File: src/rtl/pus_pkg.sv
// Shared types, widths and constants of the particle update step.
`default_nettype none

package pus_pkg;

  // Store geometry
  localparam int PARTICLE_COUNT = 1024;
  localparam int ADDR_W = $clog2(PARTICLE_COUNT);

  // Field widths
  localparam int INDEX_W = 10;
  localparam int POS_W = 24;
  localparam int SIZE_W = 24;
  localparam int CH_W = 12;
  localparam int COL_W = 3 * CH_W;
  localparam int AGE_W = 9;
  localparam int SPAWN_W = 9;
  localparam int SPEED_W = 13;
  localparam int SPH_W = 14;
  localparam int LIFE_ROLL_W = 8;
  localparam int GROW_W = 12;
  localparam int SPREAD_W = 16;
  localparam int CFG_IDX_W = 2;
  localparam int CFG_DATA_W = 24;

  // Q12 arithmetic
  localparam int FRAC = 12;
  localparam int Q_HALF = 2048;
  localparam int Q_GRAV = 2009;     // 9.81 * 0.1 * 0.5
  localparam int Q_DT = 410;        // 0.1
  localparam int Q_SIZE0 = 41;      // 0.01
  localparam int DORMANT_Y = 4;     // 0.001
  localparam int SPAWN_LIMIT = 450;
  localparam int LIFE_BASE = 100;
  localparam int S24_MAX = 8388607;
  localparam int S24_MIN = -8388608;

  // Emission product widths
  localparam int DIR_PROD_W = POS_W + SPEED_W + 1;
  localparam int SPH_PROD_W = SPH_W + SPREAD_W + 1;
  localparam int DIR_TERM_W = DIR_PROD_W - FRAC;
  localparam int SPH_TERM_W = SPH_PROD_W - FRAC;
  localparam int SUM_W = DIR_TERM_W + 1;

  // Configuration register indexes
  localparam logic [CFG_IDX_W-1:0] REG_EMIT_X = 2'd0;
  localparam logic [CFG_IDX_W-1:0] REG_EMIT_Y = 2'd1;
  localparam logic [CFG_IDX_W-1:0] REG_EMIT_Z = 2'd2;
  localparam logic [CFG_IDX_W-1:0] REG_SPREAD = 2'd3;

  // One stored particle
  typedef struct packed {
    logic signed [POS_W-1:0] pos_x;
    logic signed [POS_W-1:0] pos_y;
    logic signed [POS_W-1:0] pos_z;
    logic signed [POS_W-1:0] vel_x;
    logic signed [POS_W-1:0] vel_y;
    logic signed [POS_W-1:0] vel_z;
    logic [COL_W-1:0]        colour;
    logic [SIZE_W-1:0]       size;
    logic [AGE_W-1:0]        age;
    logic [AGE_W-1:0]        lifespan;
  } part_t;

  // Emission settings
  typedef struct packed {
    logic signed [POS_W-1:0] dir_x;
    logic signed [POS_W-1:0] dir_y;
    logic signed [POS_W-1:0] dir_z;
    logic [SPREAD_W-1:0]     spread;
  } cfg_t;

  // One input word as carried down the pipeline
  typedef struct packed {
    logic [ADDR_W-1:0]       addr;
    logic [SPAWN_W-1:0]      spawn;
    logic [SPEED_W-1:0]      speed;
    logic signed [SPH_W-1:0] sph_x;
    logic signed [SPH_W-1:0] sph_y;
    logic signed [SPH_W-1:0] sph_z;
    logic [CH_W-1:0]         red;
    logic [CH_W-1:0]         green;
    logic [CH_W-1:0]         blue;
    logic [LIFE_ROLL_W-1:0]  life_roll;
    logic [GROW_W-1:0]       grow;
  } item_t;

  // Rounded emission velocity terms
  typedef struct packed {
    logic signed [DIR_TERM_W-1:0] ex;
    logic signed [DIR_TERM_W-1:0] ey;
    logic signed [DIR_TERM_W-1:0] ez;
    logic signed [SPH_TERM_W-1:0] sx;
    logic signed [SPH_TERM_W-1:0] sy;
    logic signed [SPH_TERM_W-1:0] sz;
  } emit_t;

  localparam part_t PART_RESET = '{
    pos_x: '0, pos_y: POS_W'(DORMANT_Y), pos_z: '0,
    vel_x: '0, vel_y: '0, vel_z: '0,
    colour: '0, size: '0, age: '0, lifespan: AGE_W'(LIFE_BASE)
  };

  localparam cfg_t CFG_RESET = '{
    dir_x: '0, dir_y: POS_W'(4096), dir_z: '0, spread: SPREAD_W'(4096)
  };

endpackage

`default_nettype wire

File: src/rtl/pus_emit.sv
// Emission velocity terms: direction times speed and sphere times spread, Q12 rounded.
`default_nettype none

module pus_emit (
  input  pus_pkg::cfg_t  cfg,
  input  pus_pkg::item_t item,
  output pus_pkg::emit_t em
);
  import pus_pkg::*;

  logic signed [DIR_PROD_W-1:0] speed_s;
  logic signed [SPH_PROD_W-1:0] spread_s;
  logic signed [DIR_PROD_W-1:0] px, py, pz;
  logic signed [SPH_PROD_W-1:0] qx, qy, qz;

  assign speed_s  = DIR_PROD_W'($signed({1'b0, item.speed}));
  assign spread_s = SPH_PROD_W'($signed({1'b0, cfg.spread}));

  // Direction times speed, round half up
  assign px = DIR_PROD_W'(cfg.dir_x) * speed_s + DIR_PROD_W'(Q_HALF);
  assign py = DIR_PROD_W'(cfg.dir_y) * speed_s + DIR_PROD_W'(Q_HALF);
  assign pz = DIR_PROD_W'(cfg.dir_z) * speed_s + DIR_PROD_W'(Q_HALF);

  // Sphere vector times spread, round half up
  assign qx = SPH_PROD_W'(item.sph_x) * spread_s + SPH_PROD_W'(Q_HALF);
  assign qy = SPH_PROD_W'(item.sph_y) * spread_s + SPH_PROD_W'(Q_HALF);
  assign qz = SPH_PROD_W'(item.sph_z) * spread_s + SPH_PROD_W'(Q_HALF);

  assign em.ex = px[DIR_PROD_W-1:FRAC];
  assign em.ey = py[DIR_PROD_W-1:FRAC];
  assign em.ez = pz[DIR_PROD_W-1:FRAC];
  assign em.sx = qx[SPH_PROD_W-1:FRAC];
  assign em.sy = qy[SPH_PROD_W-1:FRAC];
  assign em.sz = qz[SPH_PROD_W-1:FRAC];

endmodule

`default_nettype wire

File: config.mk
export PLATFORM = sky130hd
export DESIGN_NAME = pus_emit
export DESIGN_NICKNAME = d
export VERILOG_FILES = /design/src/rtl/pus_pkg.sv /design/src/rtl/pus_emit.sv
export SDC_FILE = /design/constraint.sdc
export NUM_CORES = 2
export LEC_CHECK = 0
export ABC_AREA = 1
export BUFFER_PORTS_ARGS = -buffer_cell sky130_fd_sc_hd__buf_4
export CORE_MARGIN = 5
export CORE_UTILIZATION = 60
export DETAILED_ROUTE_END_ITERATION = 7
export PLACE_DENSITY = 0.79
export RECOVER_POWER = 25
export SLEW_MARGIN = 20
export SYNTH_ARGS = -nofsm -noshare
export SYNTH_HDL_FRONTEND = slang
export SYNTH_SLANG_ARGS = --single-unit
File: constraint.sdc
create_clock -name vclk -period 7.45
set_input_delay 0.3725 -clock vclk [all_inputs]
set_output_delay 0.3725 -clock vclk [all_outputs]
set_load 0.005 [all_outputs]
# ---- After elaboration in Yosys (flattened, before gate mapping)
# Index checks and enable logic that the tools add are counted.
dict set report op_classes {
  add_sub_neg 6
  multipliers 6
}
# cell count
set op_table {}
lappend op_table {{adder 38 x 13 -> 38 bit, second input constant} 3}
lappend op_table {{multiplier 24 x 14 -> 38 bit} 3}
lappend op_table {{adder 31 x 13 -> 31 bit, second input constant} 3}
lappend op_table {{multiplier 14 x 17 -> 31 bit} 3}
dict set report totals {
  ff_bits 0
}

# ---- Depth between registers and ports, before layout
dict set report logic_depth {
  word_depth 2
  ltp_mapped 30
  mapped_depth_nobuf 27
}

# ---- Worst setup path before layout
# No wires, ideal clock.
dict set report synth_path {
  kind {in2out}
  startpoint {input item[100] in the netlist's numbering}
  endpoint {output em[81] in the netlist's numbering}
  arrival_ns 5.594
  t_required_ns 7.078
  path_slack_ns 1.483
  stages 23
  path_buffers 2
  cell_sequence {clkbuf_1 clkbuf_1 nand2_1 fa_1 inv_1 fa_1 inv_1 fa_1 inv_1 fa_1 inv_1 fa_1 fa_1 inv_1 ha_1 nand2_1 nor3_1 nand2_1 nor2_1 nand3b_1 nand3_1 nand2_1 nand2_1}
}
# element line_no
set synth_rtl {}
lappend synth_rtl {{start, declared} pus_emit.sv:6} ;# input pus_pkg::item_t item,
lappend synth_rtl {{end, declared} pus_emit.sv:7} ;# output pus_pkg::emit_t em

==> out/summary.txt <==
Final Hold Viols: 0
Placeable Area: 102000 um^2
Synth Cell Area: 61300 um^2
Worst Setup End Kind: output pin
Min-Delay Endpoint: em[83]
WP data required: 7.08 ns
CP Launch Type: primary input
Crit Path Class: in2out
initial DRC count: 3658
Fmax achieved: 0.145 GHz
total gr overflow: 0
sequential cells: 0
Slew @ Worst Pin: 1.38 ns
count of final max-slew check failures: 0
Post-Syn Area per Cell: 7.26 um^2
most common cell after layout, fill and taps aside: inv_1
critical path peak fanout: 35
most frequent cells in the layout: inv_1, nand2_1, fa_1
Antenna Nets Post-Route: 0
WP data arrival: 6.52 ns
status: completed
Seq/Total Area, Yosys: 0%
Vias per Instance: 5.23
wire per inst: 15.9 um
first-pass GRT wire length: 265000 um
minimum clock period: 6.89 ns
drt first pass iters: 6
largest net degree at the start of global routing: 54
Worst slew margin: 7.96%
setup bufs post-CTS: 0
Initial Util: 60.3%
setup tns final: 0 ns
fin crit share: 92.5%
layout cells sized above 1: 4.08%
number of library cell types mapped by synthesis: 45
Syn-to-layout area delta: 4.72%
routed via count: 51316
Final setup viols: 0
Ports: 353
HP Start: cfg[40]
worst hold path type: in2out
GPL Wtd Cong: 0.955
num rows: 117
initial antenna violation count: 17
die area: 109000 um^2
Syn Inst Count: 8438
Total GRT Usage: 29.6%
CTS-repair resized insts: 0
Fin Hold WS: 1.49 ns
CTS hold repair buffers: 0
Total Wirelength: 156000 um
nets@finish: 10655
clock buf count: 0
Synth warnings: 0
Max-Cap Viols: 0
syn_nets: 10666
IO buf count: 278
die outline width: 330 um
Reg area: 0 um^2
RSZ-0062 raised after global routing: false
Die H: 330 um
HPWL Detailed: 133000 um
DRC violations left: 0
hold depth: 6
vias in the first global route: 54480
==> layout make-up <==
| type | instances | area (um^2) |
|---|---|---|
| timing repair buffer | 311 | 2380 |
| antenna | 15 | 37.5 |
| multi-input combinational | 5410 | 49900 |
| fill | 9112 | 37400 |
| inverter | 2704 | 10100 |
| tap | 1368 | 1710 |
==> logic make-up after synthesis <==
| logic type | synth area share (%) |
|---|---|
| simple gates | 18.6 |
| compound gates | 3.70 |
| fa+ha+maj | 57.8 |
| xor+xnor | 1.30 |
| buf+inv | 18.6 |
==> per-stage QoR <==
stage	cell area [um^2]	setup WS, ns	utilization, %	cells
after floorplan	61300	1.48	-	8438
after global placement	64200	0.997	63.2	9793
after detailed placement	64200	0.886	63.2	9793
after CTS	64200	0.870	63.2	9793
after global routing	64200	0.237	63.2	9806
final	64200	0.557	63.2	9808
==> synthesized netlist by cell type, drive strengths merged <==
cell     instances  area share (%)
nand3b           6           0.073
xor2            71             1.0
a21o            17            0.21
a31oi           11            0.11
o21ai          108            0.90
inv           2702              17
nor2           324             2.0
clkbuf         244             1.5
nor3            50            0.44
o311ai           1           0.014
nand2         2309              14
o211ai           5           0.061
and2             6           0.061
nand3          157             1.3
o21bai          38            0.47
o22ai            1           0.010
a21oi          195             1.6
nand2b           1           0.010
xnor2           20            0.29
nand4           29            0.30
or2              9           0.092
o21a            13            0.16
buf             80            0.52
ha             642              13
o2111ai          2           0.029
o31ai            3           0.045
fa            1368              45
nor4            15            0.16
and3             1           0.010
a21boi           8           0.098
clkinv           2           0.012
==> per-layer routing <==
| layer | wire length [um] | global-route usage (%) | vias up |
|---|---|---|---|
| li1 | - | - | 23746 |
| met2 | 75200 | 50.5 | 2067 |
| met4 | 5300 | 9.03 | 8 |
| met5 | 55 | 0 | - |
| met3 | 12200 | 2.95 | 335 |
| met1 | 63600 | 40.3 | 25160 |
==> worst max path at each step <==
stage	from	endpoint	slack [ns]	depth (start not counted)
6_report	item[101]	em[116]	0.56	23
5_1_grt	item[101]	em[132]	0.24	26
4_1_cts	item[102]	em[107]	0.87	23
3_5_place_dp	item[102]	em[123]	0.89	25
3_3_place_gp	item[102]	em[107]	1.0	23
2_1_floorplan	item[100]	em[81]	1.48	23
==> worst max-delay path, cell delays in order <==
cell and delay [ns]:
buf_4 0.31, clkbuf_2 0.77, nand2_1 0.12, inv_1 0.12
fa_1 0.41, inv_1 0.09, fa_1 0.41, inv_1 0.09
fa_1 0.48, fa_1 0.53, fa_1 0.50, inv_1 0.05
fa_1 0.47, inv_1 0.04, ha_1 0.34, a21oi_1 0.27
o21ai_0 0.21, nor2_1 0.16, nand2_2 0.10, nand2_1 0.08
nand2_2 0.08, xor2_1 0.32, buf_4 0.18
Power is not shown: default switching activity piles up to over one toggle a cycle in this logic, so the estimate is an artifact.
