[config.mk]
export PLATFORM = sky130hd
export DESIGN_NAME = pus_cfg_regs
export DESIGN_NICKNAME = d
export VERILOG_FILES = /design/src/rtl/pus_pkg.sv /design/src/rtl/pus_cfg_regs.sv
export SDC_FILE = /design/constraint.sdc
export NUM_CORES = 1
export LEC_CHECK = 0
export BUFFER_PORTS_ARGS = -buffer_cell sky130_fd_sc_hd__buf_4
export CAP_MARGIN = 30
export CORE_MARGIN = 1.5
export CORE_UTILIZATION = 44
export DETAILED_ROUTE_END_ITERATION = 6
export GPL_ROUTABILITY_DRIVEN = 0
export PLACE_DENSITY = 0.75
export REMOVE_ABC_BUFFERS = 1
export SLEW_MARGIN = 20
export SYNTH_ARGS = -nofsm -noshare
export SYNTH_HDL_FRONTEND = slang
export SYNTH_SLANG_ARGS = --single-unit
[constraint.sdc]
create_clock -name clk -period 0.8 [get_ports clk]
set_input_delay 0.08 -clock clk [delete_from_list [all_inputs] [get_ports clk]]
set_output_delay 0.08 -clock clk [all_outputs]
set_load 0.02 [all_outputs]
[src/rtl/pus_pkg.sv]
// Shared types, widths and constants of the particle update step.
`default_nettype none

package pus_pkg;

  // Store geometry
  localparam int PARTICLE_COUNT = 1024;
  localparam int ADDR_W = $clog2(PARTICLE_COUNT);

  // Field widths
  localparam int INDEX_W = 10;
  localparam int POS_W = 24;
  localparam int SIZE_W = 24;
  localparam int CH_W = 12;
  localparam int COL_W = 3 * CH_W;
  localparam int AGE_W = 9;
  localparam int SPAWN_W = 9;
  localparam int SPEED_W = 13;
  localparam int SPH_W = 14;
  localparam int LIFE_ROLL_W = 8;
  localparam int GROW_W = 12;
  localparam int SPREAD_W = 16;
  localparam int CFG_IDX_W = 2;
  localparam int CFG_DATA_W = 24;

  // Q12 arithmetic
  localparam int FRAC = 12;
  localparam int Q_HALF = 2048;
  localparam int Q_GRAV = 2009;     // 9.81 * 0.1 * 0.5
  localparam int Q_DT = 410;        // 0.1
  localparam int Q_SIZE0 = 41;      // 0.01
  localparam int DORMANT_Y = 4;     // 0.001
  localparam int SPAWN_LIMIT = 450;
  localparam int LIFE_BASE = 100;
  localparam int S24_MAX = 8388607;
  localparam int S24_MIN = -8388608;

  // Emission product widths
  localparam int DIR_PROD_W = POS_W + SPEED_W + 1;
  localparam int SPH_PROD_W = SPH_W + SPREAD_W + 1;
  localparam int DIR_TERM_W = DIR_PROD_W - FRAC;
  localparam int SPH_TERM_W = SPH_PROD_W - FRAC;
  localparam int SUM_W = DIR_TERM_W + 1;

  // Configuration register indexes
  localparam logic [CFG_IDX_W-1:0] REG_EMIT_X = 2'd0;
  localparam logic [CFG_IDX_W-1:0] REG_EMIT_Y = 2'd1;
  localparam logic [CFG_IDX_W-1:0] REG_EMIT_Z = 2'd2;
  localparam logic [CFG_IDX_W-1:0] REG_SPREAD = 2'd3;

  // One stored particle
  typedef struct packed {
    logic signed [POS_W-1:0] pos_x;
    logic signed [POS_W-1:0] pos_y;
    logic signed [POS_W-1:0] pos_z;
    logic signed [POS_W-1:0] vel_x;
    logic signed [POS_W-1:0] vel_y;
    logic signed [POS_W-1:0] vel_z;
    logic [COL_W-1:0]        colour;
    logic [SIZE_W-1:0]       size;
    logic [AGE_W-1:0]        age;
    logic [AGE_W-1:0]        lifespan;
  } part_t;

  // Emission settings
  typedef struct packed {
    logic signed [POS_W-1:0] dir_x;
    logic signed [POS_W-1:0] dir_y;
    logic signed [POS_W-1:0] dir_z;
    logic [SPREAD_W-1:0]     spread;
  } cfg_t;

  // One input word as carried down the pipeline
  typedef struct packed {
    logic [ADDR_W-1:0]       addr;
    logic [SPAWN_W-1:0]      spawn;
    logic [SPEED_W-1:0]      speed;
    logic signed [SPH_W-1:0] sph_x;
    logic signed [SPH_W-1:0] sph_y;
    logic signed [SPH_W-1:0] sph_z;
    logic [CH_W-1:0]         red;
    logic [CH_W-1:0]         green;
    logic [CH_W-1:0]         blue;
    logic [LIFE_ROLL_W-1:0]  life_roll;
    logic [GROW_W-1:0]       grow;
  } item_t;

  // Rounded emission velocity terms
  typedef struct packed {
    logic signed [DIR_TERM_W-1:0] ex;
    logic signed [DIR_TERM_W-1:0] ey;
    logic signed [DIR_TERM_W-1:0] ez;
    logic signed [SPH_TERM_W-1:0] sx;
    logic signed [SPH_TERM_W-1:0] sy;
    logic signed [SPH_TERM_W-1:0] sz;
  } emit_t;

  localparam part_t PART_RESET = '{
    pos_x: '0, pos_y: POS_W'(DORMANT_Y), pos_z: '0,
    vel_x: '0, vel_y: '0, vel_z: '0,
    colour: '0, size: '0, age: '0, lifespan: AGE_W'(LIFE_BASE)
  };

  localparam cfg_t CFG_RESET = '{
    dir_x: '0, dir_y: POS_W'(4096), dir_z: '0, spread: SPREAD_W'(4096)
  };

endpackage

`default_nettype wire

[src/rtl/pus_cfg_regs.sv]
// Emission configuration registers.
`default_nettype none

module pus_cfg_regs (
  input  logic                             clk,
  input  logic                             rst_n,
  input  logic                             wr_en,
  input  logic [pus_pkg::CFG_IDX_W-1:0]    wr_idx,
  input  logic [pus_pkg::CFG_DATA_W-1:0]   wr_data,
  output pus_pkg::cfg_t                    cfg
);
  import pus_pkg::*;

  cfg_t cfg_r;
  cfg_t cfg_nxt;

  // Register decode
  always_comb begin
    cfg_nxt = cfg_r;
    if (wr_en) begin
      case (wr_idx)
        REG_EMIT_X: cfg_nxt.dir_x = wr_data;
        REG_EMIT_Y: cfg_nxt.dir_y = wr_data;
        REG_EMIT_Z: cfg_nxt.dir_z = wr_data;
        REG_SPREAD: cfg_nxt.spread = wr_data[SPREAD_W-1:0];
        default:    cfg_nxt = cfg_r;
      endcase
    end
  end

  always_ff @(posedge clk) begin
    if (!rst_n) begin
      cfg_r <= CFG_RESET;
    end else begin
      cfg_r <= cfg_nxt;
    end
  end

  assign cfg = cfg_r;

endmodule

`default_nettype wire

## Word-level counts from Yosys, hierarchy flattened

Index checks and enable logic that the tools add are counted.
Widths: inputs -> output; s select.

| storage, ports and cells | value |
|---|---|
| register bits | 88 |
| bits of input ports | 29 |
| output and inout port bits | 88 |
| logic and storage cells | 12 |

| cells by class | value |
|---|---|
| equal/unequal tests | 3 |
| reduce and logical (&&, ||, !) cells | 5 |

Operators with widths:

| operator | number |
|---|---|
| $reduce_and 2->1 | 4 |
| $eq 2x2->1 const B | 2 |
| $eq 2x1->1 const B | 1 |
| $logic_not 2->1 | 1 |

## Logic depth before layout (Yosys ltp)

| logic depth | value |
|---|---|
| depth after elaboration | 2 |
| depth in mapped cells | 5 |
| gate-level depth less buffers | 2 |

## Worst setup path before layout

OpenSTA, ideal clock, no wires.

| path | value |
|---|---|
| path type | input to register |
| start point | in wr_idx[1] in the netlist's numbering |
| end point | reg cfg_r, in the netlist cfg[73] |
| library setup time | 72 ps |
| data arrival time | 721 ps |
| required time | 728 ps |
| path slack | 7 ps |
| cell stages on the path | 4 |
| cell sequence | nor3b_2 buf_4 buf_6 mux2i_1 |

| between the ends | value |
|---|---|
| longest elaborated chain between the ends | 2 |

RTL lines:

| what | line | text |
|---|---|---|
| start: declaration | pus_cfg_regs.sv:8 | `input logic [pus_pkg::CFG_IDX_W-1:0] wr_idx,` |
| $logic_not 2->1 | pus_cfg_regs.sv:21 | `case (wr_idx)` |
| $reduce_and 2->1 (no line) | n/a |  |
| end signal: assignment | pus_cfg_regs.sv:35 | `cfg_r <= cfg_nxt;` |
| end: declaration | pus_cfg_regs.sv:14 | `cfg_t cfg_r;` |

No other way between the ends.
A chain may end at the register's enable or synchronous reset.

## Final worst setup path

| path | value |
|---|---|
| start point | reg cfg_r, in the netlist cfg[27] |
| end point | out cfg[27] in the netlist's numbering |

RTL lines:

| what | line | text |
|---|---|---|
| end: declaration | pus_cfg_regs.sv:10 | `output pus_pkg::cfg_t cfg` |

No word-level cell between the ends.

==> impl.org <==
** Final layout
- Number of inserted filler cells in the final layout :: 524
- Post-layout net count :: 500
- The area growth from synthesis to layout is 59.7%.
- Max reg flops :: 88
- In the final layout, the share of cells above drive strength 1 is 58.4%.
- The repair_antennas step left the layout with diodes totalling 0.

** Setup path
- Traced cell by cell, the critical path runs through buf_6.
- The worst register-to-register path begins at cfg[60].
- The kind of cell with the highest combined delay along the critical path is flip-flops.
- Worst reg2reg path depth :: 4
- The critical path starts at cfg[27].
- Slack of the worst reg-to-reg path :: -0.02 ns
- Classification of the worst setup path :: reg -> out
- Setup crit end kind :: output port
- Startpoint Class :: flop
- STA puts the critical path data required time at 0.72 ns.
- The largest single stage delay on the critical path is 0.36 ns.
- Arr. time, crit path :: 0.83 ns
- For this design, the slowest cell found on the critical path is dfxtp_2.
- Along the worst path, the maximum fanout reaches 2.
- Worst r2r dst :: cfg[60]
- Buffers & Inverters on Critical Path :: 1

** Clock tree
- Buffer cell driving the clock tree root :: clkbuf_8
- CTS tree :: yes
- After clock tree synthesis, the clock-pin slew on the worst setup and hold paths is 0.09 ns.
- After clock tree synthesis, the flow added hold-fix buffers numbering 0.
- Number of buffers on the longest clock path :: 2
- Buffers inserted during clock tree synthesis total 9.
- The H-tree generated during clock tree synthesis spans 3 levels.
- The clock net in this run drives a total of 88 sinks.
- The clock reaches the later pin of the worst-skew pair after 0.35 ns.

** Status
- The checks that failed: negative setup slack.
- The flow ran to the end, but the final reports show violations.

** STA
- Setup-violating endpoint count in the final report :: 89
- The total count of hold-check failures in the final report is 0.
- Clock Skews :: 0 ns
- Total negative setup slack :: -7.77 ns
- The number of max-slew violations in the final report is 0.
- Min setup slack post-route :: -0.109 ns
- Setup repair after global routing missed its margin :: yes
- Slew at the pin closest to its max-slew limit :: 0.244 ns
- The worst pin sits at a relative slew slack of 83.7%.
- After layout, the worst path uses 114% of the clock period.
- Upper clock frequency limit :: 1100 MHz
- After layout, the minimum clock period comes to 0.909 ns.

** Logic synthesis
- The synthesized design contains 88 register bits.
- Number of distinct library cells after synthesis :: 11
- Yosys printed 0 warnings.
- Fraction of the yosys area taken by sequential cells :: 53.8%
- Summing every instance area after synthesis gives 3280 um2.
- Gate count after technology mapping :: 316
- A synthesized cell averages 10.4 um2.

** Die
- Core Box Area :: 7210 um2
- I/O pin count :: 117
- Measured along the x axis, the die boundary spans 89.3 um.
- Chip height :: 89.3 um
- Die footprint :: 7970 um2
- Starting utilization of the core area :: 45.4%
- Standard-cell row count :: 31

** Drt
- In the routed design, unresolved DRC markers number 0.
- DRT Pass-1 Iters :: 4
- Vias post-DR :: 2754
- After the first detailed-routing iteration, the DRC count stood at 36.
- Wires add up to 8490 um.
- Detailed-route vias per instance :: 4.79
- Once detail routing completed, the nets flagged for antenna violations numbered 0.
- After detailed routing, the average wire length per cell comes to 14.8 um.

** Min path
- Hold EP :: cfg[12]
- Along the worst hold path, the cell count comes to 3.
- Hold path start :: wr_data[12]
- The path class of the tightest hold or removal check is in -> reg.

** GRT
- Global routing finished with a remaining overflow of 0.
- Gr usage total :: 21.2%
- The via count of the first global-routing pass came to 2630.
- The first global-routing pass estimated 12700 um of wire.
- Largest net degree at the start of global routing :: 45
- The initial antenna violation count came to 0.

** Run
- Max-cap violations :: 0

** Placement
- Summed over all nets, the half-perimeter wirelength after detailed placement is 5320 um.
- Total of buffers placed on input and output ports :: 116
- OpenSTA, run right after detailed placement, puts the worst setup slack at -0.199 ns.

** Power
- Power density relative to cell area :: 1720 nW/um2
- Summed over all cells, the static leakage comes to 2.61 nW.
- The worst-case IR drop observed on VDD is 1470 uV.
## what timing repair did
item                                    4_1_cts  5_1_grt
endpoints found under the setup margin       88       88
buffers inserted                             16       22
gates resized for setup                     176       11
## Yosys cell counts
library cell,n,share of area (%)
nand2_1,110,13
dfxtp_1,88,54
mux2i_1,88,27
buf_2,11,1.7
buf_6,7,2.4
buf_4,3,0.69
nor2b_1,3,0.57
clkbuf_1,2,0.23
nand3b_1,2,0.46
nand3_2,1,0.31
nor3b_2,1,0.38
## logic make-up after synthesis
logic type             Yosys count  share of synthesized area, %
buffers and inverters           23                          5.00
multiplexers                    88                          26.9
AND/OR/NAND/NOR                117                          14.3
flip-flops                      88                          53.8
## stage by stage
stage               util (%)  power (mW)  std cells  hold WS [ns]  cell area [um2]
detailed placement      59.2        5.80        521         0.374             4270
CTS                     69.7        8.99        553       0.00307             5030
global placement        59.2        5.77        521         0.355             4270
floorplan                  -        5.21        293         0.228             3110
global route            72.5        9.31        575        0.0389             5230
finish                  72.5        9.01        575       0.00940             5230
## tightest hold or removal path, cell delays in order
cell and delay, ns:
buf_4 0.08, nor2b_1 0.05, mux2i_1 0.11
## how the worst max path moves through the flow
| stage | to | slack (ns) | cells after the start |
|---|---|---|---|
| 2_1_floorplan | cfg[64] | -1.02 | 2 |
| 3_3_place_gp | cfg[68] | -0.13 | 4 |
| 3_5_place_dp | cfg[82] | -0.20 | 4 |
| 4_1_cts | cfg[27] | -0.11 | 1 |
| 5_1_grt | cfg[4] | -0.13 | 1 |
| 6_report | cfg[27] | -0.11 | 1 |
## final cells by class
class                           count  area [um2]  share of cell area, %
Multi-Input combinational cell    205        1370                   26.2
Tap cell                           99         124                   2.37
Sequential cell                    88        1870                   35.8
Clock buffer                       11         141                   2.70
Clock inverter                      5        56.3                   1.08
Timing Repair Buffer              167        1670                   31.8
## per-layer routing
layer	up-vias	global-route usage [%]	share of wire [%]
li1	1349	-	-
met1	1306	24.8	41
met2	87	37.9	52
met3	12	4.80	5.5
met4	0	7.55	1.7
met5	-	0	0
## cells in the final DEF (no fill, tap or decap)
cell type / count
buf_4: 69
bufinv_16: 1
buf_12: 5
buf_6: 93
clkbuf_8: 10
nand2_1: 104
nand3_2: 1
dfxtp_2: 88
nor2b_1: 3
clkinvlp_4: 1
clkbuf_1: 1
nor3b_4: 1
nand2_2: 6
mux2i_1: 88
clkinv_2: 2
nand3b_1: 2
clkinv_4: 1
## report_power, final
| group | switching [mW] | internal (mW) | total [mW] |
|---|---|---|---|
| Combinational | 0.618 | 0.664 | 1.28 |
| Sequential | 0.116 | 4.56 | 4.68 |
| Clock | 1.53 | 1.52 | 3.05 |
Power figures use the tool's default switching activity.
