### src/rtl/pus_pkg.sv
// Shared types, widths and constants of the particle update step.
`default_nettype none

package pus_pkg;

  // Store geometry
  localparam int PARTICLE_COUNT = 1024;
  localparam int ADDR_W = $clog2(PARTICLE_COUNT);

  // Field widths
  localparam int INDEX_W = 10;
  localparam int POS_W = 24;
  localparam int SIZE_W = 24;
  localparam int CH_W = 12;
  localparam int COL_W = 3 * CH_W;
  localparam int AGE_W = 9;
  localparam int SPAWN_W = 9;
  localparam int SPEED_W = 13;
  localparam int SPH_W = 14;
  localparam int LIFE_ROLL_W = 8;
  localparam int GROW_W = 12;
  localparam int SPREAD_W = 16;
  localparam int CFG_IDX_W = 2;
  localparam int CFG_DATA_W = 24;

  // Q12 arithmetic
  localparam int FRAC = 12;
  localparam int Q_HALF = 2048;
  localparam int Q_GRAV = 2009;     // 9.81 * 0.1 * 0.5
  localparam int Q_DT = 410;        // 0.1
  localparam int Q_SIZE0 = 41;      // 0.01
  localparam int DORMANT_Y = 4;     // 0.001
  localparam int SPAWN_LIMIT = 450;
  localparam int LIFE_BASE = 100;
  localparam int S24_MAX = 8388607;
  localparam int S24_MIN = -8388608;

  // Emission product widths
  localparam int DIR_PROD_W = POS_W + SPEED_W + 1;
  localparam int SPH_PROD_W = SPH_W + SPREAD_W + 1;
  localparam int DIR_TERM_W = DIR_PROD_W - FRAC;
  localparam int SPH_TERM_W = SPH_PROD_W - FRAC;
  localparam int SUM_W = DIR_TERM_W + 1;

  // Configuration register indexes
  localparam logic [CFG_IDX_W-1:0] REG_EMIT_X = 2'd0;
  localparam logic [CFG_IDX_W-1:0] REG_EMIT_Y = 2'd1;
  localparam logic [CFG_IDX_W-1:0] REG_EMIT_Z = 2'd2;
  localparam logic [CFG_IDX_W-1:0] REG_SPREAD = 2'd3;

  // One stored particle
  typedef struct packed {
    logic signed [POS_W-1:0] pos_x;
    logic signed [POS_W-1:0] pos_y;
    logic signed [POS_W-1:0] pos_z;
    logic signed [POS_W-1:0] vel_x;
    logic signed [POS_W-1:0] vel_y;
    logic signed [POS_W-1:0] vel_z;
    logic [COL_W-1:0]        colour;
    logic [SIZE_W-1:0]       size;
    logic [AGE_W-1:0]        age;
    logic [AGE_W-1:0]        lifespan;
  } part_t;

  // Emission settings
  typedef struct packed {
    logic signed [POS_W-1:0] dir_x;
    logic signed [POS_W-1:0] dir_y;
    logic signed [POS_W-1:0] dir_z;
    logic [SPREAD_W-1:0]     spread;
  } cfg_t;

  // One input word as carried down the pipeline
  typedef struct packed {
    logic [ADDR_W-1:0]       addr;
    logic [SPAWN_W-1:0]      spawn;
    logic [SPEED_W-1:0]      speed;
    logic signed [SPH_W-1:0] sph_x;
    logic signed [SPH_W-1:0] sph_y;
    logic signed [SPH_W-1:0] sph_z;
    logic [CH_W-1:0]         red;
    logic [CH_W-1:0]         green;
    logic [CH_W-1:0]         blue;
    logic [LIFE_ROLL_W-1:0]  life_roll;
    logic [GROW_W-1:0]       grow;
  } item_t;

  // Rounded emission velocity terms
  typedef struct packed {
    logic signed [DIR_TERM_W-1:0] ex;
    logic signed [DIR_TERM_W-1:0] ey;
    logic signed [DIR_TERM_W-1:0] ez;
    logic signed [SPH_TERM_W-1:0] sx;
    logic signed [SPH_TERM_W-1:0] sy;
    logic signed [SPH_TERM_W-1:0] sz;
  } emit_t;

  localparam part_t PART_RESET = '{
    pos_x: '0, pos_y: POS_W'(DORMANT_Y), pos_z: '0,
    vel_x: '0, vel_y: '0, vel_z: '0,
    colour: '0, size: '0, age: '0, lifespan: AGE_W'(LIFE_BASE)
  };

  localparam cfg_t CFG_RESET = '{
    dir_x: '0, dir_y: POS_W'(4096), dir_z: '0, spread: SPREAD_W'(4096)
  };

endpackage

`default_nettype wire

### src/rtl/pus_update.sv
// One Euler step of a particle: gravity, motion, growth, aging, respawn and bounce.
`default_nettype none

module pus_update (
  input  pus_pkg::part_t cur,
  input  pus_pkg::item_t item,
  input  pus_pkg::emit_t em,
  output pus_pkg::part_t nxt,
  output logic           resp
);
  import pus_pkg::*;

  // Clamp to 24-bit signed
  function automatic logic signed [POS_W-1:0] sat_s24(input logic signed [SUM_W-1:0] v);
    if (v > SUM_W'(S24_MAX)) begin
      return POS_W'(S24_MAX);
    end else if (v < SUM_W'(S24_MIN)) begin
      return POS_W'(S24_MIN);
    end
    return v[POS_W-1:0];
  endfunction

  // Velocity times 0.1, round half up
  function automatic logic signed [POS_W+11-FRAC-1:0] qmul_dt(input logic signed [POS_W-1:0] v);
    logic signed [POS_W+11-1:0] p;
    p = (POS_W+11)'(v) * (POS_W+11)'(Q_DT) + (POS_W+11)'(Q_HALF);
    return p[POS_W+11-1:FRAC];
  endfunction

  logic signed [POS_W-1:0] vy_dec, px1, py1, pz1;
  logic signed [POS_W-1:0] vx_e, vy_e, vz_e;
  logic signed [SUM_W-1:0] vy_raw, vy_abs;
  logic [SIZE_W:0]         size_sum;
  logic [SIZE_W-1:0]       size1;
  logic [AGE_W:0]          age_inc;
  logic                    emit_on;

  // Gravity, then motion
  assign vy_dec = sat_s24(SUM_W'(cur.vel_y) - SUM_W'(Q_GRAV));
  assign px1 = sat_s24(SUM_W'(cur.pos_x) + SUM_W'(qmul_dt(cur.vel_x)));
  assign py1 = sat_s24(SUM_W'(cur.pos_y) + SUM_W'(qmul_dt(vy_dec)));
  assign pz1 = sat_s24(SUM_W'(cur.pos_z) + SUM_W'(qmul_dt(cur.vel_z)));

  // Growth and aging
  assign size_sum = {1'b0, cur.size} + (SIZE_W+1)'(item.grow);
  assign size1    = size_sum[SIZE_W] ? '1 : size_sum[SIZE_W-1:0];
  assign age_inc  = {1'b0, cur.age} + (AGE_W+1)'(1);
  assign emit_on  = item.spawn > SPAWN_W'(SPAWN_LIMIT);

  // Emission velocity, y folded upward
  assign vx_e   = sat_s24(SUM_W'(em.ex) + SUM_W'(em.sx));
  assign vy_raw = SUM_W'(em.ey) + SUM_W'(em.sy);
  assign vy_abs = vy_raw[SUM_W-1] ? -vy_raw : vy_raw;
  assign vy_e   = sat_s24(vy_abs);
  assign vz_e   = sat_s24(SUM_W'(em.ez) + SUM_W'(em.sz));

  // Select the new state
  always_comb begin
    nxt        = cur;
    nxt.pos_x  = px1;
    nxt.pos_y  = py1;
    nxt.pos_z  = pz1;
    nxt.vel_y  = vy_dec;
    nxt.size   = size1;
    nxt.age    = age_inc[AGE_W-1:0];
    resp       = age_inc >= {1'b0, cur.lifespan};
    if (resp) begin
      nxt.age = '0;
      if (emit_on) begin
        nxt.pos_x    = '0;
        nxt.pos_y    = '0;
        nxt.pos_z    = '0;
        nxt.vel_x    = vx_e;
        nxt.vel_y    = vy_e;
        nxt.vel_z    = vz_e;
        nxt.colour   = {item.red, item.green, item.blue};
        nxt.lifespan = AGE_W'(LIFE_BASE) + AGE_W'(item.life_roll);
        nxt.size     = SIZE_W'(Q_SIZE0);
      end else begin
        nxt.pos_x    = '0;
        nxt.pos_y    = POS_W'(DORMANT_Y);
        nxt.pos_z    = '0;
        nxt.vel_x    = '0;
        nxt.vel_y    = '0;
        nxt.vel_z    = '0;
        nxt.lifespan = AGE_W'(LIFE_BASE);
      end
    end else if (py1[POS_W-1] || py1 == '0) begin
      // bounce off the floor
      nxt.pos_y = sat_s24(-SUM_W'(py1));
      nxt.vel_y = sat_s24(-SUM_W'(vy_dec));
    end
  end

endmodule

`default_nettype wire

### config.mk
export PLATFORM = sky130hd
export DESIGN_NAME = pus_update
export DESIGN_NICKNAME = d
export VERILOG_FILES = /design/src/rtl/pus_pkg.sv /design/src/rtl/pus_update.sv
export SDC_FILE = /design/constraint.sdc
export NUM_CORES = 1
export LEC_CHECK = 0
export ABC_AREA = 1
export ABC_CLOCK_PERIOD_IN_PS = 21500
export BUFFER_PORTS_ARGS = -buffer_cell sky130_fd_sc_hd__clkbuf_2
export CORE_AREA = 2 2 280 282
export DETAILED_ROUTE_END_ITERATION = 8
export DIE_AREA = 0 0 282 284
export PLACE_DENSITY = 0.62
export SYNTH_ARGS = -nofsm -noshare
export SYNTH_HDL_FRONTEND = slang
export SYNTH_SLANG_ARGS = --single-unit
### constraint.sdc
create_clock -name vclk -period 21.5
set_input_delay 4.3 -clock vclk [all_inputs]
set_output_delay 4.3 -clock vclk [all_outputs]
set_load 0.01 [all_outputs]
; ---- Word-level counts from Yosys, hierarchy flattened
; Index checks and enable logic that the tools add are counted.
[classes]
n_reduce_logical = 2
muxes = 61
n_lt_le_gt_ge = 20
n_mul = 3
add_sub_neg = 16
[ops]
columns = op, n
row1 = 24-bit two-way mux, 33
row2 = "27-bit by 24-bit > comparator with 1-bit output, second input constant", 5
row3 = "27-bit by 24-bit < comparator with 1-bit output, second input constant", 5
row4 = "34-bit by 13-bit adder with 35-bit output, second input constant", 3
row5 = 102-bit two-way mux, 1
row6 = "25-bit by 24-bit > comparator with 1-bit output, second input constant", 4
row7 = "25-bit by 24-bit < comparator with 1-bit output, second input constant", 4
row8 = "24-bit by 9-bit multiplier with 33-bit output, second input constant", 3
row9 = 99-bit two-way mux, 1
row10 = 26-bit by 19-bit adder with 27-bit output, 3
row11 = 24-bit by 23-bit adder with 25-bit output, 3
row12 = 60-bit two-way mux, 1
row13 = 24-bit negation with 27-bit output, 2
row14 = 48-bit two-way mux, 1
row15 = 27-bit two-way mux, 1
row16 = 27-bit negation, 1
row17 = 24-bit by 12-bit adder with 25-bit output, 1
row18 = "24-bit by 12-bit subtractor with 25-bit output, second input constant", 1
row19 = 24-bit logical NOT, 1
row20 = 1-bit two-way mux, 22
row21 = "9-bit by 1-bit adder with 10-bit output, second input constant", 1
row22 = 10-bit by 9-bit greater-or-equal comparator with 1-bit output, 1
row23 = "7-bit by 8-bit adder with 9-bit output, first input constant", 1
row24 = "9-bit > comparator, second input constant", 1
row25 = other kinds (2), 2
[totals]
out_inout_bits = 223
inputBits = 487
wordCells = 102
regBits = 0

; ---- Depth between registers and ports, before layout
; Gate-level depths: netlist (run 1).
[depth]
depth_word = 21
ltp_mapped = 75
ltp_nobuf = 74

; ---- Worst setup path before layout (run 1)
; OpenSTA, ideal clock, no wires.
[synth_path]
path_type = input to output
from = input cur[103] (netlist bit)
to = output nxt[186] (netlist bit)
arrival_time_ns = 13.516
path_slack_ns = 3.684
path_buffers = 4
required_time_ns = 17.200
path_stages = 65
cell_sequence = inv_1 ha_1 nand2_1 nand2_1 nand2_1 nand2_1 o21ai_2 nor2_2 nand3_1 nand2_2 nand3_2 buf_2 nand2_1 inv_1 ha_1 inv_1 fa_1 inv_1 [29 not listed] nand4_1 nand2_4 nand2_4 buf_2 a21oi_1 ha_1 nand4_1 nor2_2 nand3_1 nor2_2 nand3_1 nand2_1 and2_1 buf_6 buf_6 nand4_1 nand2_1 inv_1
[synth_rtl]
columns = item, line
row1 = "start, declared", pus_update.sv:5  ; input pus_pkg::part_t cur,
row2 = "end, declared", pus_update.sv:8  ; output pus_pkg::part_t nxt,

==> impl_metrics.json, run 1 <==
{
  "max_freq_mhz": 49.3,
  "cp_top_family": "simple AND/OR/NAND/NOR gates",
  "ys_types": 57,
  "grt_max_degree": 57,
  "worstPathRequired_ps": 17200,
  "worst_slew_pin_slew_ps": 1110,
  "yosys.area.top_type": "ha_1",
  "regArea_um2": 0,
  "holdWs_ps": 8880,
  "num_vias": 31649,
  "die_w_um": 282,
  "placed_cells": 6361,
  "nNetsFinal": 6524,
  "synth_nets": 5931,
  "syn_area_um2": 29300,
  "relSlewSlack_pct": 25.4,
  "synth_top_family_by_area": "adder cells",
  "die_area_um2": 80100,
  "end_kind": "output port",
  "critPathSlowestCell": "fa_1",
  "fin_crit_sh_pct": 94.3,
  "grt_first_pass_wirelength_mm": 162,
  "crit_type": "input port to output port",
  "synthSimpleGateAreaFrac_pct": 27.3,
  "synth.avg_cell_area_um2": 6.20,
  "finalWirelength_mm": 104,
  "start_util_pct": 38.1,
  "nFlopsAndLatches": 0,
  "antenna_found_initial": 15,
  "startpoint": "cur[102]",
  "hp-class": "input port to output port",
  "hold_depth": 4,
  "overflow": 0,
  "worstHoldStart": "item[21]",
  "num-fill-cells": 8420,
  "maxCapViolations": 0,
  "synth_common_cells": "nand2_1, inv_1, ha_1, nor2_1, a21oi_1",
  "clkbuf_count": 0,
  "synth_cells": 4730,
  "drc_errors": 0,
  "ys_warn_count": 0,
  "die-height_um": 284,
  "final_cells": 6372,
  "rows": 102,
  "path_max_fanout": 25,
  "hold_viol": 0,
  "timing.setup.tns_ps": 0,
  "grt_pass1_vias": 30332,
  "synthMuxAreaShare_pct": 0.0384,
  "seq_area_frac_synth_pct": 0,
  "ys_top_cells_by_area": "ha_1, nand2_1, fa_1",
  "synth.top_cell.area_share_pct": 22.4,
  "crit_path_start_kind": "input port",
  "drive_gt1_share_pct": 14.0,
  "setup-violations-final": 0,
  "drtIter0Drc": 1575,
  "timing.critical_path.mode_cell": "nand2_1",
  "yosysMostFrequentCell": "nand2_1",
  "dp_hpwl_mm": 92.3,
  "status": "finished clean",
  "slowest_delay_ps": 530,
  "rsz0062_at_grt": "false",
  "grtUsageTotal_pct": 25.2,
  "viasPerCell": 4.97,
  "cts_hold_buf": 0,
  "io_buffers": 644,
  "cp.arrival_ps": 15980,
  "coreArea_um2": 77000,
  "place.gp.congestion": 0.987,
  "antenna_left": 0,
  "ioPinCount": 710,
  "final_util_pct": 43.8,
  "drt_first_pass_iters": 7,
  "synth_adder_area_share_pct": 35.3,
  "synthXorXnorAreaFrac_pct": 10.1,
  "cp.buffers_inverters": 12,
  "area_growth_pct": 15.0,
  "maxSlewViolCount": 0,
  "min_to": "nxt[43]",
  "routedWlPerCell_um": 16.4,
  "period_minus_slack_ps": 20280,
  "synth_compound_area_share_pct": 12.9
}
-- logic make-up after synthesis --
family / Yosys count
multiplexers: 1
buffers and inverters: 1091
AND/OR/NAND/NOR: 1905
other: 1
AO/OA/AOI/OAI: 681
XOR/XNOR: 337
adder cells (fa/ha/maj): 714
-- final cells by class --
type,instances,area (um^2),area share [%]
repair buffers,669,3410,10.1
multi-input cells,3639,25200,74.7
inverters,1013,3800,11.3
diodes,11,27.5,0.0816
well taps,1040,1300,3.86
-- layer usage --
| layer | up-vias | global-route usage [%] | wire length, um |
|---|---|---|---|
| met5 | - | 0 | 11 |
| met2 | 1015 | 44.1 | 49000 |
| met3 | 164 | 2.91 | 6230 |
| met4 | 2 | 8.72 | 3860 |
| met1 | 14244 | 31.7 | 45300 |
| li1 | 16224 | - | - |
-- what timing repair did --
item	in CTS	in global routing
setup endpoints to repair	0	41
buffers inserted	0	0
resized for setup	0	5
-- worst max-delay path by stage --
stage,endpoint,slack [ps],cells after the start
floorplan,nxt[186],3680,65
global placement,nxt[176],1310,61
detailed placement,nxt[176],1220,61
CTS,nxt[176],1160,61
global route,nxt[109],30,70
finish,nxt[176],1220,62
-- layout by cell type, fill, tap and decap left out, drive strengths merged, types with 4 or more instances in the layout --
cell type	count
a211oi	7
a21boi	11
a21o	9
a21oi	308
a22oi	4
a31oi	20
and3	5
buf	25
clkbuf	644
diode	11
fa	190
ha	524
inv	1010
nand2	1143
nand3	216
nand3b	12
nand4	82
nor2	344
nor3	60
nor4	24
o211ai	28
o21a	10
o21ai	230
o21bai	13
o221ai	9
o22ai	7
o31ai	9
or2	14
xnor2	115
xor2	222
-- metrics by stage --
step | worst slack, ps | instance area [um^2]
after floorplan | 3680 | 29300
after global placement | 1310 | 33700
after detailed placement | 1220 | 33700
after CTS | 1160 | 33700
after global routing | 32.5 | 33700
final | 1220 | 33700
Power of run 1 is not shown: default switching activity piles up to over one toggle a cycle in this logic, so the estimate is an artifact.
==> run 2: changes to the inputs <==
==> config.mk (replaced) <==
export PLATFORM = sky130hd
export DESIGN_NAME = pus_update
export DESIGN_NICKNAME = d
export VERILOG_FILES = /design/src/rtl/pus_pkg.sv /design/src/rtl/pus_update.sv
export SDC_FILE = /design/constraint.sdc
export NUM_CORES = 1
export LEC_CHECK = 0
export ABC_CLOCK_PERIOD_IN_PS = 21500
export BUFFER_PORTS_ARGS = -buffer_cell sky130_fd_sc_hd__clkbuf_2
export CORE_AREA = 2 2 278 280
export DETAILED_ROUTE_END_ITERATION = 8
export DIE_AREA = 0 0 280 282
export PLACE_DENSITY = 0.61
export SYNTH_ARGS = -nofsm -noshare
export SYNTH_HDL_FRONTEND = slang
export SYNTH_SLANG_ARGS = --single-unit
==> impl_metrics.json, run 2 <==
{
  "status": "finished clean",
  "synth_nets": 4988,
  "rows": 101,
  "antenna_left": 0,
  "place.gp.congestion": 0.954,
  "hold_depth": 4,
  "fin_crit_sh_pct": 96.2,
  "regArea_um2": 0,
  "critPathSlowestCell": "a31oi_4",
  "cp.arrival_ps": 16390,
  "post-cts-setup-buffer-count": 0,
  "dp_hpwl_mm": 84.9,
  "grt_pass1_vias": 27267,
  "timing.critical_path.mode_cell": "inv_1",
  "rsz0062_at_grt": "false",
  "finalWirelength_mm": 96.8,
  "seq_area_frac_synth_pct": 0,
  "drc_errors": 0,
  "maxSlewViolCount": 0,
  "slowest_delay_ps": 680,
  "synth.top_cell.area_share_pct": 23.2,
  "crit_path_start_kind": "input port",
  "crit_type": "input port to output port",
  "worstHoldStart": "item[47]",
  "yosys.area.top_type": "ha_1",
  "relSlewSlack_pct": 34.8,
  "layout_common_cells": "clkbuf_2, ha_1, inv_1, nand2_1, a21oi_1",
  "worst_slew_pin_slew_ps": 978,
  "syn_area_um2": 28300,
  "setup-violations-final": 0,
  "synth_common_cells": "ha_1, inv_1, nand2_1, a21oi_1, xnor2_1",
  "antenna_found_initial": 19,
  "overflow": 0,
  "grtUsageTotal_pct": 23.2,
  "ys_types": 113,
  "ys_warn_count": 0,
  "io_buffers": 644,
  "viasPerCell": 5.43,
  "drive_gt1_share_pct": 18.2,
  "cts_hold_buf": 0,
  "yosysMostFrequentCell": "ha_1",
  "period_minus_slack_ps": 20690,
  "worst_slack_ps": 812,
  "maxCapViolations": 0,
  "max_freq_mhz": 48.3,
  "grt_first_pass_wirelength_mm": 148,
  "path_max_fanout": 19,
  "place_ws_ps": 808,
  "clkbuf_count": 0,
  "nFlopsAndLatches": 0,
  "end_kind": "output port",
  "ys_top_cells_by_area": "ha_1, fa_1, inv_1",
  "num_vias": 29010,
  "worstPathRequired_ps": 17200,
  "synth.avg_cell_area_um2": 7.47,
  "hold_viol": 0,
  "routedWlPerCell_um": 18.1,
  "start_util_pct": 37.4,
  "layout_commonest_cell": "clkbuf_2",
  "ioPinCount": 710,
  "die_area_um2": 79000,
  "num-fill-cells": 7927,
  "die-height_um": 282,
  "die_w_um": 280,
  "postCtsResizedCells": 0,
  "drt_first_pass_iters": 6,
  "coreArea_um2": 75700,
  "synth_cells": 3787,
  "drtIter0Drc": 1899,
  "timing.setup.tns_ps": 0,
  "grt_max_degree": 70,
  "hp-class": "input port to output port",
  "min_to": "nxt[69]",
  "nNetsFinal": 5565,
  "area_growth_pct": 15.4
}
==> run 2: changes by cell type after synthesis, moves of 39 or more <==
cell | previous run | this run
a21o_1 | 9 | 77
a21oi_1 | 304 | 233
nor2_1 | 333 | 207
nand4_1 | 82 | 33
xor2_1 | 221 | 136
nand2_1 | 1124 | 339
xnor2_1 | 115 | 216
nand2b_1 | 0 | 50
o21a_1 | 10 | 49
and3_1 | 5 | 47
nand3_1 | 212 | 101
inv_1 | 1002 | 504
==> run 2: cell type report <==
| class | instances | area, um^2 | share of cell area [%] |
|---|---|---|---|
| diodes | 6 | 15.0 | 0.0460 |
| inverters | 511 | 1920 | 5.88 |
| multi-input cells | 3170 | 26000 | 79.6 |
| well taps | 978 | 1220 | 3.75 |
| repair buffers | 681 | 3500 | 10.7 |
==> run 2: per-layer routing <==
metal	global-route usage (%)	wire (um)	vias to the layer above
li1	-	-	14486
met1	31.6	43500	13621
met2	40.0	45500	808
met3	3.24	6540	79
met4	2.76	1210	16
met5	0	105	-
==> run 2: cell families (layout without fill, tap and decap cells) <==
family | after synthesis | in the layout | share of synthesized area, %
other | 1 | 7 | 0.0133
multiplexers | 27 | 27 | 1.02
XOR/XNOR | 352 | 352 | 10.9
AND/OR/NAND/NOR | 1092 | 1092 | 19.5
buffers and inverters | 617 | 1192 | 8.42
AO/OA/AOI/OAI | 973 | 973 | 23.2
adder cells (fa/ha/maj) | 725 | 725 | 37.0
==> run 2: critical path: cells and delay by family <==
kind	cells	cell delay, ps
and+or+nand+nor	13	2790
adders and majority gates	8	2990
xor gates and xnor gates	2	310
buffers and inverters	9	990
AOI/OAI and AO/OA	16	4960
==> run 2: how the worst max path moves through the flow <==
stage	start	end	cells after the start
2_1_floorplan	cur[102]	nxt[184]	48
3_3_place_gp	cur[102]	nxt[176]	49
3_5_place_dp	cur[102]	nxt[176]	49
4_1_cts	cur[102]	nxt[176]	49
5_1_grt	cur[102]	nxt[116]	48
6_report	cur[102]	nxt[116]	48
==> run 2: per-stage QoR <==
| stage | cell area [um^2] | hold WS, ps | instances | util, % |
|---|---|---|---|---|
| floorplan | 28300 | 8650 | 3787 | - |
| CTS | 32600 | 8880 | 5340 | 43.1 |
| detailed placement | 32600 | 8870 | 5340 | 43.1 |
| global route | 32600 | 8890 | 5342 | 43.1 |
| finish | 32600 | 8880 | 5346 | 43.1 |
| global placement | 32600 | 8870 | 5340 | 43.1 |
